$ cat src/rtl/rcas_pkg.sv
// Shared types and constants for the RC stick arming supervisor.
// Used by the channel interfaces, the core and its checker; no dependencies.
`timescale 1ns / 1ps
`default_nettype none

package rcas_pkg;

    // Field widths fixed by the channel and register definitions.
    localparam int CH_W       = 12;
    localparam int YAW_LVL_W  = 11;
    localparam int CNT_W      = 16;
    localparam int CFG_IDX_W  = 3;
    localparam int CFG_DATA_W = 16;
    localparam int CH_NUM     = 4;

    // Stored channel positions.
    localparam logic [1:0] CH_ROL = 2'd0;
    localparam logic [1:0] CH_PIT = 2'd1;
    localparam logic [1:0] CH_THR = 2'd2;
    localparam logic [1:0] CH_YAW = 2'd3;

    // Link state codes.
    localparam logic [1:0] LINK_NONE  = 2'd0;
    localparam logic [1:0] LINK_RADIO = 2'd1;

    // Configuration register indexes.
    typedef enum logic [CFG_IDX_W-1:0] {
        CFG_CENTER_WIDTH      = 3'd0,
        CFG_YAW_GESTURE_LEVEL = 3'd1,
        CFG_THR_GESTURE_LEVEL = 3'd2,
        CFG_LOW_STICK_LEVEL   = 3'd3,
        CFG_FLIP_CANCEL_LEVEL = 3'd4,
        CFG_ARM_HOLD_TICKS    = 3'd5,
        CFG_CAL_HOLD_TICKS    = 3'd6,
        CFG_LINK_LOSS_TICKS   = 3'd7
    } cfg_reg_t;

    // Register reset values.
    localparam logic [CH_W-1:0]        CENTER_WIDTH_RST = 12'd1500;
    localparam logic [YAW_LVL_W-1:0]   YAW_LEVEL_RST    = 11'd200;
    localparam logic signed [CH_W-1:0] THR_LEVEL_RST    = -12'sd200;
    localparam logic signed [CH_W-1:0] LOW_LEVEL_RST    = -12'sd300;
    localparam logic signed [CH_W-1:0] FLIP_LEVEL_RST   = -12'sd400;
    localparam logic [CNT_W-1:0]       ARM_HOLD_RST     = 16'd1000;
    localparam logic [CNT_W-1:0]       CAL_HOLD_RST     = 16'd600;
    localparam logic [CNT_W-1:0]       LINK_LOSS_RST    = 16'd500;

    // One tick of receiver and flight state.
    typedef struct packed {
        logic [CH_W-1:0] new_roll;
        logic [CH_W-1:0] new_pitch;
        logic [CH_W-1:0] new_throttle;
        logic [CH_W-1:0] new_yaw;
        logic            rx_valid;
        logic [1:0]      link_state;
        logic            flip_active;
    } in_word_t;

    // One tick of supervisor results.
    typedef struct packed {
        logic armed;
        logic locked;
        logic throttle_low;
        logic arm_event;
        logic calibrate_pulse;
        logic failsafe_event;
        logic flip_cancel;
    } out_word_t;

endpackage

`default_nettype wire

$ cat src/rtl/rcas_if.sv
// Valid/ready channel interfaces for the RC stick arming supervisor.
// Depends on rcas_pkg for the word types.
`timescale 1ns / 1ps
`default_nettype none

// Tick input channel.
interface rcas_in_if;
    logic               valid;
    logic               ready;
    rcas_pkg::in_word_t data;

    modport source (output valid, output data, input ready);
    modport sink (input valid, input data, output ready);
endinterface

// Result channel.
interface rcas_out_if;
    logic                valid;
    logic                ready;
    rcas_pkg::out_word_t data;

    modport source (output valid, output data, input ready);
    modport sink (input valid, input data, output ready);
endinterface

// Configuration write channel.
interface rcas_cfg_if;
    logic                                valid;
    logic                                ready;
    rcas_pkg::cfg_reg_t                  index;
    logic [rcas_pkg::CFG_DATA_W-1:0]     data;

    modport source (output valid, output index, output data, input ready);
    modport sink (input valid, input index, input data, output ready);
endinterface

`default_nettype wire

$ cat src/rtl/rc_stick_arming_supervisor_core.sv
// RC stick arming supervisor: stick gestures, calibration request and link-loss fail-safe.
// Depends on rcas_pkg and the channel interfaces in rcas_if.sv.
`timescale 1ns / 1ps
`default_nettype none

// Channel | Direction | Word
// --------+-----------+-----------------------------------------------
// cmd     | in        | four pulse widths, rx_valid, link_state, flip_active
// rsp     | out       | armed, locked, throttle_low and four event flags
// cfg     | in        | register index and write data, always ready
//
// One word per cycle while the result is not stalled: a word is held in the input
// register, then its update of counters and flags loads the result register.
// A result word passes through the input register and then the result register,
// and can be taken at an edge with rsp.ready high.
// A stalled result holds the input register; cmd.ready stays high while the
// input register is empty or its word moves on. Reset clears supervisor state, counters and valid flags.

module rc_stick_arming_supervisor_core (
    input  wire            clk,
    input  wire            rst_n,
    rcas_in_if.sink        cmd,
    rcas_out_if.source     rsp,
    rcas_cfg_if.sink       cfg
);

    localparam int CW = rcas_pkg::CH_W;
    localparam int NW = rcas_pkg::CNT_W;

    // Configuration registers.
    logic [CW-1:0]                    center_reg;
    logic [rcas_pkg::YAW_LVL_W-1:0]   yaw_lvl_reg;
    logic signed [CW-1:0]             thr_lvl_reg;
    logic signed [CW-1:0]             low_lvl_reg;
    logic signed [CW-1:0]             flip_lvl_reg;
    logic [NW-1:0]                    arm_hold_reg;
    logic [NW-1:0]                    cal_hold_reg;
    logic [NW-1:0]                    link_ticks_reg;

    // Pipeline registers.
    logic                 in_valid_reg;
    rcas_pkg::in_word_t   in_word_reg;
    logic                 out_valid_reg;
    rcas_pkg::out_word_t  out_word_reg;
    rcas_pkg::out_word_t  out_word_next;

    // Supervisor state.
    logic [CW-1:0] store_reg [rcas_pkg::CH_NUM];
    logic [CW-1:0] store_next [rcas_pkg::CH_NUM];
    logic [NW-1:0] hold_cnt_reg, hold_cnt_next;
    logic [NW-1:0] cal_cnt_reg, cal_cnt_next;
    logic [NW-1:0] link_cnt_reg, link_cnt_next;
    logic          armed_reg, armed_next;
    logic          locked_reg, locked_next;

    // Datapath signals.
    logic                 advance;
    logic                 fire;
    logic [CW-1:0]        sel [rcas_pkg::CH_NUM];
    logic signed [CW:0]   thr_c, pit_c, yaw_c;
    logic signed [CW:0]   thr_g, low_l, flip_l, yaw_pos, yaw_neg;
    logic                 in_region;
    logic [NW-1:0]        hold_inc, cal_inc, link_inc;
    logic                 cal_cond;
    logic                 fs_fire;

    // Handshake: the result register empties or is taken, so the word moves on.
    assign advance   = !out_valid_reg || rsp.ready;
    assign fire      = in_valid_reg && advance;
    assign cmd.ready = !in_valid_reg || advance;
    assign cfg.ready = 1'b1;
    assign rsp.valid = out_valid_reg;
    assign rsp.data  = out_word_reg;

    // Configuration writes.
    always_ff @(posedge clk or negedge rst_n)
    begin
        if (!rst_n)
        begin
            center_reg     <= rcas_pkg::CENTER_WIDTH_RST;
            yaw_lvl_reg    <= rcas_pkg::YAW_LEVEL_RST;
            thr_lvl_reg    <= rcas_pkg::THR_LEVEL_RST;
            low_lvl_reg    <= rcas_pkg::LOW_LEVEL_RST;
            flip_lvl_reg   <= rcas_pkg::FLIP_LEVEL_RST;
            arm_hold_reg   <= rcas_pkg::ARM_HOLD_RST;
            cal_hold_reg   <= rcas_pkg::CAL_HOLD_RST;
            link_ticks_reg <= rcas_pkg::LINK_LOSS_RST;
        end
        else if (cfg.valid && cfg.ready)
        begin
            unique case (cfg.index)
                rcas_pkg::CFG_CENTER_WIDTH:      center_reg     <= cfg.data[CW-1:0];
                rcas_pkg::CFG_YAW_GESTURE_LEVEL:
                    yaw_lvl_reg <= cfg.data[rcas_pkg::YAW_LVL_W-1:0];
                rcas_pkg::CFG_THR_GESTURE_LEVEL: thr_lvl_reg    <= $signed(cfg.data[CW-1:0]);
                rcas_pkg::CFG_LOW_STICK_LEVEL:   low_lvl_reg    <= $signed(cfg.data[CW-1:0]);
                rcas_pkg::CFG_FLIP_CANCEL_LEVEL: flip_lvl_reg   <= $signed(cfg.data[CW-1:0]);
                rcas_pkg::CFG_ARM_HOLD_TICKS:    arm_hold_reg   <= cfg.data[NW-1:0];
                rcas_pkg::CFG_CAL_HOLD_TICKS:    cal_hold_reg   <= cfg.data[NW-1:0];
                rcas_pkg::CFG_LINK_LOSS_TICKS:   link_ticks_reg <= cfg.data[NW-1:0];
                default: ;
            endcase
        end
    end

    // Input register.
    always_ff @(posedge clk or negedge rst_n)
    begin
        if (!rst_n)
        begin
            in_valid_reg <= 1'b0;
        end
        else if (cmd.ready)
        begin
            in_valid_reg <= cmd.valid;
        end
    end

    always_ff @(posedge clk)
    begin
        if (cmd.valid && cmd.ready)
        begin
            in_word_reg <= cmd.data;
        end
    end

    // Stored widths after an optional receiver update, then centred.
    always_comb
    begin
        for (int i = 0; i < rcas_pkg::CH_NUM; i++)
        begin
            sel[i] = store_reg[i];
        end
        if (in_word_reg.rx_valid)
        begin
            sel[rcas_pkg::CH_ROL] = in_word_reg.new_roll;
            sel[rcas_pkg::CH_PIT] = in_word_reg.new_pitch;
            sel[rcas_pkg::CH_THR] = in_word_reg.new_throttle;
            sel[rcas_pkg::CH_YAW] = in_word_reg.new_yaw;
        end
    end

    assign thr_c = $signed({1'b0, sel[rcas_pkg::CH_THR]}) - $signed({1'b0, center_reg});
    assign pit_c = $signed({1'b0, sel[rcas_pkg::CH_PIT]}) - $signed({1'b0, center_reg});
    assign yaw_c = $signed({1'b0, sel[rcas_pkg::CH_YAW]}) - $signed({1'b0, center_reg});

    // Thresholds brought to the centred width.
    assign thr_g   = {thr_lvl_reg[CW-1], thr_lvl_reg};
    assign low_l   = {low_lvl_reg[CW-1], low_lvl_reg};
    assign flip_l  = {flip_lvl_reg[CW-1], flip_lvl_reg};
    assign yaw_pos = $signed({2'b00, yaw_lvl_reg});
    assign yaw_neg = -yaw_pos;

    assign in_region = thr_c < thr_g;
    assign hold_inc  = hold_cnt_reg + 1'b1;
    assign cal_inc   = cal_cnt_reg + 1'b1;
    assign link_inc  = link_cnt_reg + 1'b1;
    assign fs_fire   = (in_word_reg.link_state == rcas_pkg::LINK_NONE)
                       && (link_inc >= link_ticks_reg);

    // Gesture, calibration and link-loss update for one tick.
    always_comb
    begin
        hold_cnt_next = hold_cnt_reg;
        cal_cnt_next  = cal_cnt_reg;
        link_cnt_next = link_cnt_reg;
        armed_next    = armed_reg;
        locked_next   = locked_reg;
        out_word_next = '0;
        cal_cond      = 1'b0;

        out_word_next.flip_cancel = in_word_reg.flip_active && (thr_c < flip_l);

        if (in_region)
        begin
            // Yaw hard right arms, hard left disarms; the two never hold together.
            if (yaw_c > yaw_pos)
            begin
                hold_cnt_next = hold_inc;
                if (hold_inc > arm_hold_reg)
                begin
                    armed_next              = 1'b1;
                    locked_next             = 1'b0;
                    out_word_next.arm_event = 1'b1;
                end
            end
            else if (yaw_c < yaw_neg)
            begin
                hold_cnt_next = hold_inc;
                if (hold_inc > arm_hold_reg)
                begin
                    locked_next = 1'b1;
                    armed_next  = 1'b0;
                end
            end

            // Calibration gesture sees the arming result of this tick.
            cal_cond = !armed_next && (thr_c < low_l) && (pit_c < low_l)
                       && (in_word_reg.link_state == rcas_pkg::LINK_RADIO);
            if (cal_cond)
            begin
                if (cal_inc > cal_hold_reg)
                begin
                    out_word_next.calibrate_pulse = 1'b1;
                    cal_cnt_next                  = '0;
                end
                else
                begin
                    cal_cnt_next = cal_inc;
                end
            end
            else
            begin
                cal_cnt_next = '0;
            end
        end
        else
        begin
            hold_cnt_next = '0;
        end

        out_word_next.throttle_low = !((thr_c > low_l) && armed_next);

        // Link-loss timer.
        if (in_word_reg.link_state == rcas_pkg::LINK_NONE)
        begin
            link_cnt_next = fs_fire ? '0 : link_inc;
        end
        out_word_next.failsafe_event = fs_fire;

        out_word_next.armed  = armed_next;
        out_word_next.locked = locked_next;

        // Fail-safe recentres the stored widths for the next tick.
        for (int i = 0; i < rcas_pkg::CH_NUM; i++)
        begin
            store_next[i] = fs_fire ? center_reg : sel[i];
        end
    end

    // State and result register.
    always_ff @(posedge clk or negedge rst_n)
    begin
        if (!rst_n)
        begin
            for (int i = 0; i < rcas_pkg::CH_NUM; i++)
            begin
                store_reg[i] <= '0;
            end
            hold_cnt_reg  <= '0;
            cal_cnt_reg   <= '0;
            link_cnt_reg  <= '0;
            armed_reg     <= 1'b0;
            locked_reg    <= 1'b0;
            out_valid_reg <= 1'b0;
        end
        else
        begin
            if (advance)
            begin
                out_valid_reg <= in_valid_reg;
            end
            if (fire)
            begin
                for (int i = 0; i < rcas_pkg::CH_NUM; i++)
                begin
                    store_reg[i] <= store_next[i];
                end
                hold_cnt_reg <= hold_cnt_next;
                cal_cnt_reg  <= cal_cnt_next;
                link_cnt_reg <= link_cnt_next;
                armed_reg    <= armed_next;
                locked_reg   <= locked_next;
            end
        end
    end

    always_ff @(posedge clk)
    begin
        if (fire)
        begin
            out_word_reg <= out_word_next;
        end
    end

endmodule

`default_nettype wire

$ cat src/flat_wrapper.sv
// flat-port wrapper written by rule: the top's interface ports become plain ports
module rc_stick_arming_supervisor_core_flat 
  (clk, rst_n, cmd_valid, cmd_data, cmd_ready, rsp_valid, rsp_data, rsp_ready, cfg_valid, cfg_index, cfg_data, cfg_ready);
  rcas_in_if cmd_i ();
  rcas_out_if rsp_i ();
  rcas_cfg_if cfg_i ();
  input  wire clk;
  input  wire rst_n;
  input wire logic [$bits(cmd_i.valid)-1:0] cmd_valid;
  input wire logic [$bits(cmd_i.data)-1:0] cmd_data;
  output wire logic [$bits(cmd_i.ready)-1:0] cmd_ready;
  output wire logic [$bits(rsp_i.valid)-1:0] rsp_valid;
  output wire logic [$bits(rsp_i.data)-1:0] rsp_data;
  input wire logic [$bits(rsp_i.ready)-1:0] rsp_ready;
  input wire logic [$bits(cfg_i.valid)-1:0] cfg_valid;
  input wire logic [$bits(cfg_i.index)-1:0] cfg_index;
  input wire logic [$bits(cfg_i.data)-1:0] cfg_data;
  output wire logic [$bits(cfg_i.ready)-1:0] cfg_ready;
  assign cmd_i.valid = cmd_valid;
  assign cmd_i.data = cmd_data;
  assign cmd_ready = cmd_i.ready;
  assign rsp_valid = rsp_i.valid;
  assign rsp_data = rsp_i.data;
  assign rsp_i.ready = rsp_ready;
  assign cfg_i.valid = cfg_valid;
  assign cfg_i.index = cfg_index;
  assign cfg_i.data = cfg_data;
  assign cfg_ready = cfg_i.ready;
  rc_stick_arming_supervisor_core u_core (.clk(clk), .rst_n(rst_n), .cmd(cmd_i), .rsp(rsp_i), .cfg(cfg_i));
endmodule
$ cat config.mk
export PLATFORM = sky130hd
export DESIGN_NAME = rc_stick_arming_supervisor_core_flat
export DESIGN_NICKNAME = d
export VERILOG_FILES = /design/src/rtl/rcas_pkg.sv /design/src/rtl/rcas_if.sv /design/src/rtl/rc_stick_arming_supervisor_core.sv /design/src/flat_wrapper.sv
export SDC_FILE = /design/constraint.sdc
export NUM_CORES = 1
export LEC_CHECK = 0
export ABC_AREA = 1
export BUFFER_PORTS_ARGS = -buffer_cell sky130_fd_sc_hd__buf_2
export CELL_PAD_IN_SITES_DETAIL_PLACEMENT = 0
export CELL_PAD_IN_SITES_GLOBAL_PLACEMENT = 2
export CORE_MARGIN = 2
export CORE_UTILIZATION = 39
export CTS_BUF_LIST = sky130_fd_sc_hd__clkbuf_2 sky130_fd_sc_hd__clkbuf_4 sky130_fd_sc_hd__clkbuf_8
export CTS_CLUSTER_SIZE = 30
export DETAILED_ROUTE_END_ITERATION = 10
export PLACE_DENSITY = 0.79
export SYNTH_ARGS = -nofsm -noshare
export SYNTH_HDL_FRONTEND = slang
export SYNTH_SLANG_ARGS = --single-unit
$ cat constraint.sdc
create_clock -name clk -period 6.75 [get_ports clk]
set_input_delay 0 -clock clk [delete_from_list [all_inputs] [get_ports clk]]
set_output_delay 0 -clock clk [all_outputs]
set_load 0.02 [all_outputs]
==> qor.csv <==
stage;metric;value;unit
critical_path;worst-path-max-fanout;29;
synth;yosysUniqueCellTypes;53;
critical_path;cpMostUsedCell;nand2_1;
critical_path;path_class;reg2reg;
routing;vias;12320;
layout;final_nets;2207;
global_routing;antenna_found_initial;3;
synth;async_flop_share;80.6;%
worst_hold_path;hold_path.class;in2reg;
placed_design;io_buffers;72;
floorplanning;die_y;201;um
clock_tree;cts_made_buffers;46;
sta;setup_viol;0;
power_and_ir_drop;seqPwrFrac;28.8;%
critical_path;worstPathRequired;7.27;ns
placed_design;dpl.hpwl;29.0;mm
layout;area_growth;18.4;%
placed_design;gp_congestion;0.839;
sta;timing.fmax;189;MHz
critical_path;max_stage_delay;0.61;ns
critical_path;cp-startpoint;u_core.in_word_reg[3];
clock_tree;clkSlewWorstSetupHoldPaths;0.06;ns
synth;synthCells;1814;
global_routing;grt_pass1_wl;66.0;mm
sta;hold_viol;0;
synth;synth_top_area_cell;dfrtp_1;
clock_tree;h-tree-depth;2;
sta;max_slew.worst_pin.slew;1.01;ns
clock_tree;root_buffer;clkbuf_8;
critical_path;r2r_slack;1.46;ns
placed_design;dp_slack;1.41;ns
clock_tree;cts_resized;0;
power_and_ir_drop;powerDensity;397;mW/mm2
outcome;status;finished clean;
power_and_ir_drop;p_leak;8.84;nW
clock_tree;cts_tree;built;
floorplanning;die-area;0.0402;mm2
routing;drt-initial-drc-count;633;
synth;ys.flop_type;dfrtp_1;
worst_hold_path;min_from;cfg_index[2];
global_routing;track_usage;20.9;%
critical_path;cp_top_family;simple AND/OR/NAND/NOR gates;
critical_path;crit_path_start_kind;flop;
sta;drv_slew;0;
clock_tree;clk_path_buf_depth;3;
sta;skew;0.0107;ns
clock_tree;clock_latency;0.61;ns
synth;syn_avg_cell_area;8.31;um2
routing;via_per_inst;4.87;
clock_tree;post_cts_buffers;0;
global_routing;first_global_vias;12231;
job;drv_cap;0;
critical_path;regToRegStartpoint;u_core.in_word_reg[3];
power_and_ir_drop;swShare;41.4;%
critical_path;arrival;5.81;ns
clock_tree;clkSinkCount;242;
sta;tns;0;ns
global_routing;gr-total-overflow;0;
power_and_ir_drop;combPwrFrac;46.8;%
floorplanning;die_w;201;um
sta;fin_crit;5.29;ns
power_and_ir_drop;internal-power;4.15;mW
synth;synth-edff-count;47;
power_and_ir_drop;p_sw;2.93;mW
critical_path;crit_path_end_kind;flop;
sta;slew_headroom;32.9;%
floorplanning;coreArea;0.0384;mm2
power_and_ir_drop;pwr-share-clk;24.5;%
sta;min_period_over_period;78.3;%
layout;drive_above_1_share;13.0;%
routing;postRouteAntennaNets;0;
critical_path;crit_buf_inv;3;
synth;synth-seq-cells;242;
sta;setup_ws;1.46;ns
global_routing;grt_max_degree;81;
synth;synthTopCellsByArea;dfrtp_1 (25%), ha_1 (13%), nand2_1 (11%);
power_and_ir_drop;irDropWorstVdd;0.171;mV
synth;yosysSeqAreaShare;42.1;%
synth;syn_nets;2048;
critical_path;cpMaxStageDelayCell;edfxtp_1;
synth;synth_top_area_share;24.7;%
floorplanning;rows;72;
layout;largest_register_ffs;40;
synth;yosysWarnings;0;
floorplanning;ios;86;
synth;synth_area;0.0151;mm2
routing;wl_per_cell;16.1;um
routing;drcViolationCount;0;
floorplanning;initial_core_util;39.3;%
routing;first_pass_iters;5;
routing;wirelength;40.8;mm
sta;rsz0062_at_grt;false;
worst paths after layout:
path,endpoint,cells past startpoint
max reg2reg,u_core.hold_cnt_reg[15],25
min reg2reg,u_core.hold_cnt_reg[4],2
max,u_core.hold_cnt_reg[15],25
max in group asynchronous,u_core.center_reg[11],4
min,u_core.link_ticks_reg[3],5
min in group asynchronous,u_core.arm_hold_reg[8],3
final cells by class:
class	instances	area, um2
Fill cell	3927	20500
Multi-Input combinational cell	1226	7400
Sequential cell	242	6350
Timing Repair Buffer	157	1220
Inverter	300	1130
Clock buffer	65	820
Tap cell	518	648
Clock inverter	19	278
Antenna cell	1	2.50
metrics by stage:
step                      cell area, um2  std cells  power, mW  hold WS, ns  util, %
after detailed placement           15900       2365       5.36       0.0500     41.5
after global placement             15900       2365       5.30       0.0450     41.5
after CTS                          17800       2527       7.19     0.000493     46.5
final                              17800       2528       7.08       0.0464     46.5
after floorplan                    15100       1814       4.48       -0.296        -
after global routing               17800       2527       7.82       0.0471     46.5
kinds of logic (layout without fill, tap and decap cells):
logic type / Yosys count / after routing / share of synthesized area (%)
AND/OR/NAND/NOR: 661 / 661 / 18.4
flip-flops: 242 / 242 / 42.1
other: 1 / 2 / 0.0249
adder cells (fa/ha/maj): 158 / 158 / 13.3
AO/OA/AOI/OAI: 309 / 309 / 11.2
multiplexers: 34 / 34 / 2.52
XOR/XNOR: 63 / 63 / 3.66
buffers and inverters: 346 / 541 / 8.79
per-layer routing:
metal,global-route usage (%),up-vias,share of wire (%)
met2,32.7,208,43
met4,6.27,2,2.7
met5,0,-,0.027
li1,-,6287,-
met3,3.73,66,4.2
met1,29.6,5757,50
cells in the mapped netlist, types with 2 or more instances:
cell type  count
nand4_1       38
ha_1         155
a21o_1         6
nand3_2        2
buf_6          2
buf_1          2
nor2_2         4
xnor2_1       17
o22ai_1        9
edfxtp_1      47
nor3_1        24
o21bai_1       3
inv_2          5
o211ai_1       4
o2111ai_1      2
inv_1        294
o221ai_1       2
or2_2          2
o21ai_1       13
nand2_1      424
nand3b_1       2
xor2_1        46
nor4_1         3
o21ai_0      150
buf_4          2
a211oi_1       3
o31ai_1        2
clkbuf_1      38
mux2i_1        3
a21oi_1       71
fa_1           3
buf_2          2
mux2_2        31
nand3_1       65
dfstp_2       46
nor2_1        90
a31oi_1       38
dfrtp_1      149
power by group through the flow:
| stage | registers, mW | clock network, mW | logic [mW] |
|---|---|---|---|
| detailed placement | 2.06 | 0 | 3.31 |
| global placement | 2.05 | 0 | 3.25 |
| finish | 2.04 | 1.73 | 3.31 |
| floorplan | 2.01 | 0 | 2.47 |
| CTS | 2.03 | 1.79 | 3.36 |
| global route | 2.07 | 1.86 | 3.88 |
timing repair:
item	4_1_cts	5_1_grt
hold buffers	78	0
endpoints found under the hold margin	181	0
setup endpoints to repair	0	0
tightest hold or removal path: cells and delay by family:
family,cells,cell delay [ns]
AOI/OAI and AO/OA,1,0.16
and+or+nand+nor,2,0.12
buffers and inverters,2,0.31
placed cells by master, fill, tap and decap left out, types with 3 or more instances in the layout:
master | synthesis | layout
nand4_1 | 38 | 38
edfxtp_1 | 47 | 47
dfrtp_1 | 149 | 149
a211oi_1 | 3 | 3
inv_1 | 294 | 292
nor2_2 | 4 | 4
nand2_1 | 424 | 424
xnor2_1 | 17 | 17
nor3_1 | 24 | 23
clkbuf_8 | 0 | 54
o21bai_1 | 3 | 3
nor2_1 | 90 | 90
buf_2 | 2 | 71
a21o_1 | 6 | 6
o21ai_0 | 150 | 150
inv_2 | 5 | 7
o21ai_1 | 13 | 13
dfstp_2 | 46 | 46
clkinv_2 | 0 | 8
a21oi_1 | 71 | 71
dlygate4sd3_1 | 0 | 77
xor2_1 | 46 | 46
o211ai_1 | 4 | 4
nand3_1 | 65 | 65
mux2_2 | 31 | 31
buf_4 | 2 | 7
clkbuf_4 | 0 | 12
nor4_1 | 3 | 3
o22ai_1 | 9 | 9
ha_1 | 155 | 155
fa_1 | 3 | 3
mux2i_1 | 3 | 3
bufinv_16 | 0 | 7
a31oi_1 | 38 | 38
(Power assumes the default switching activity.)
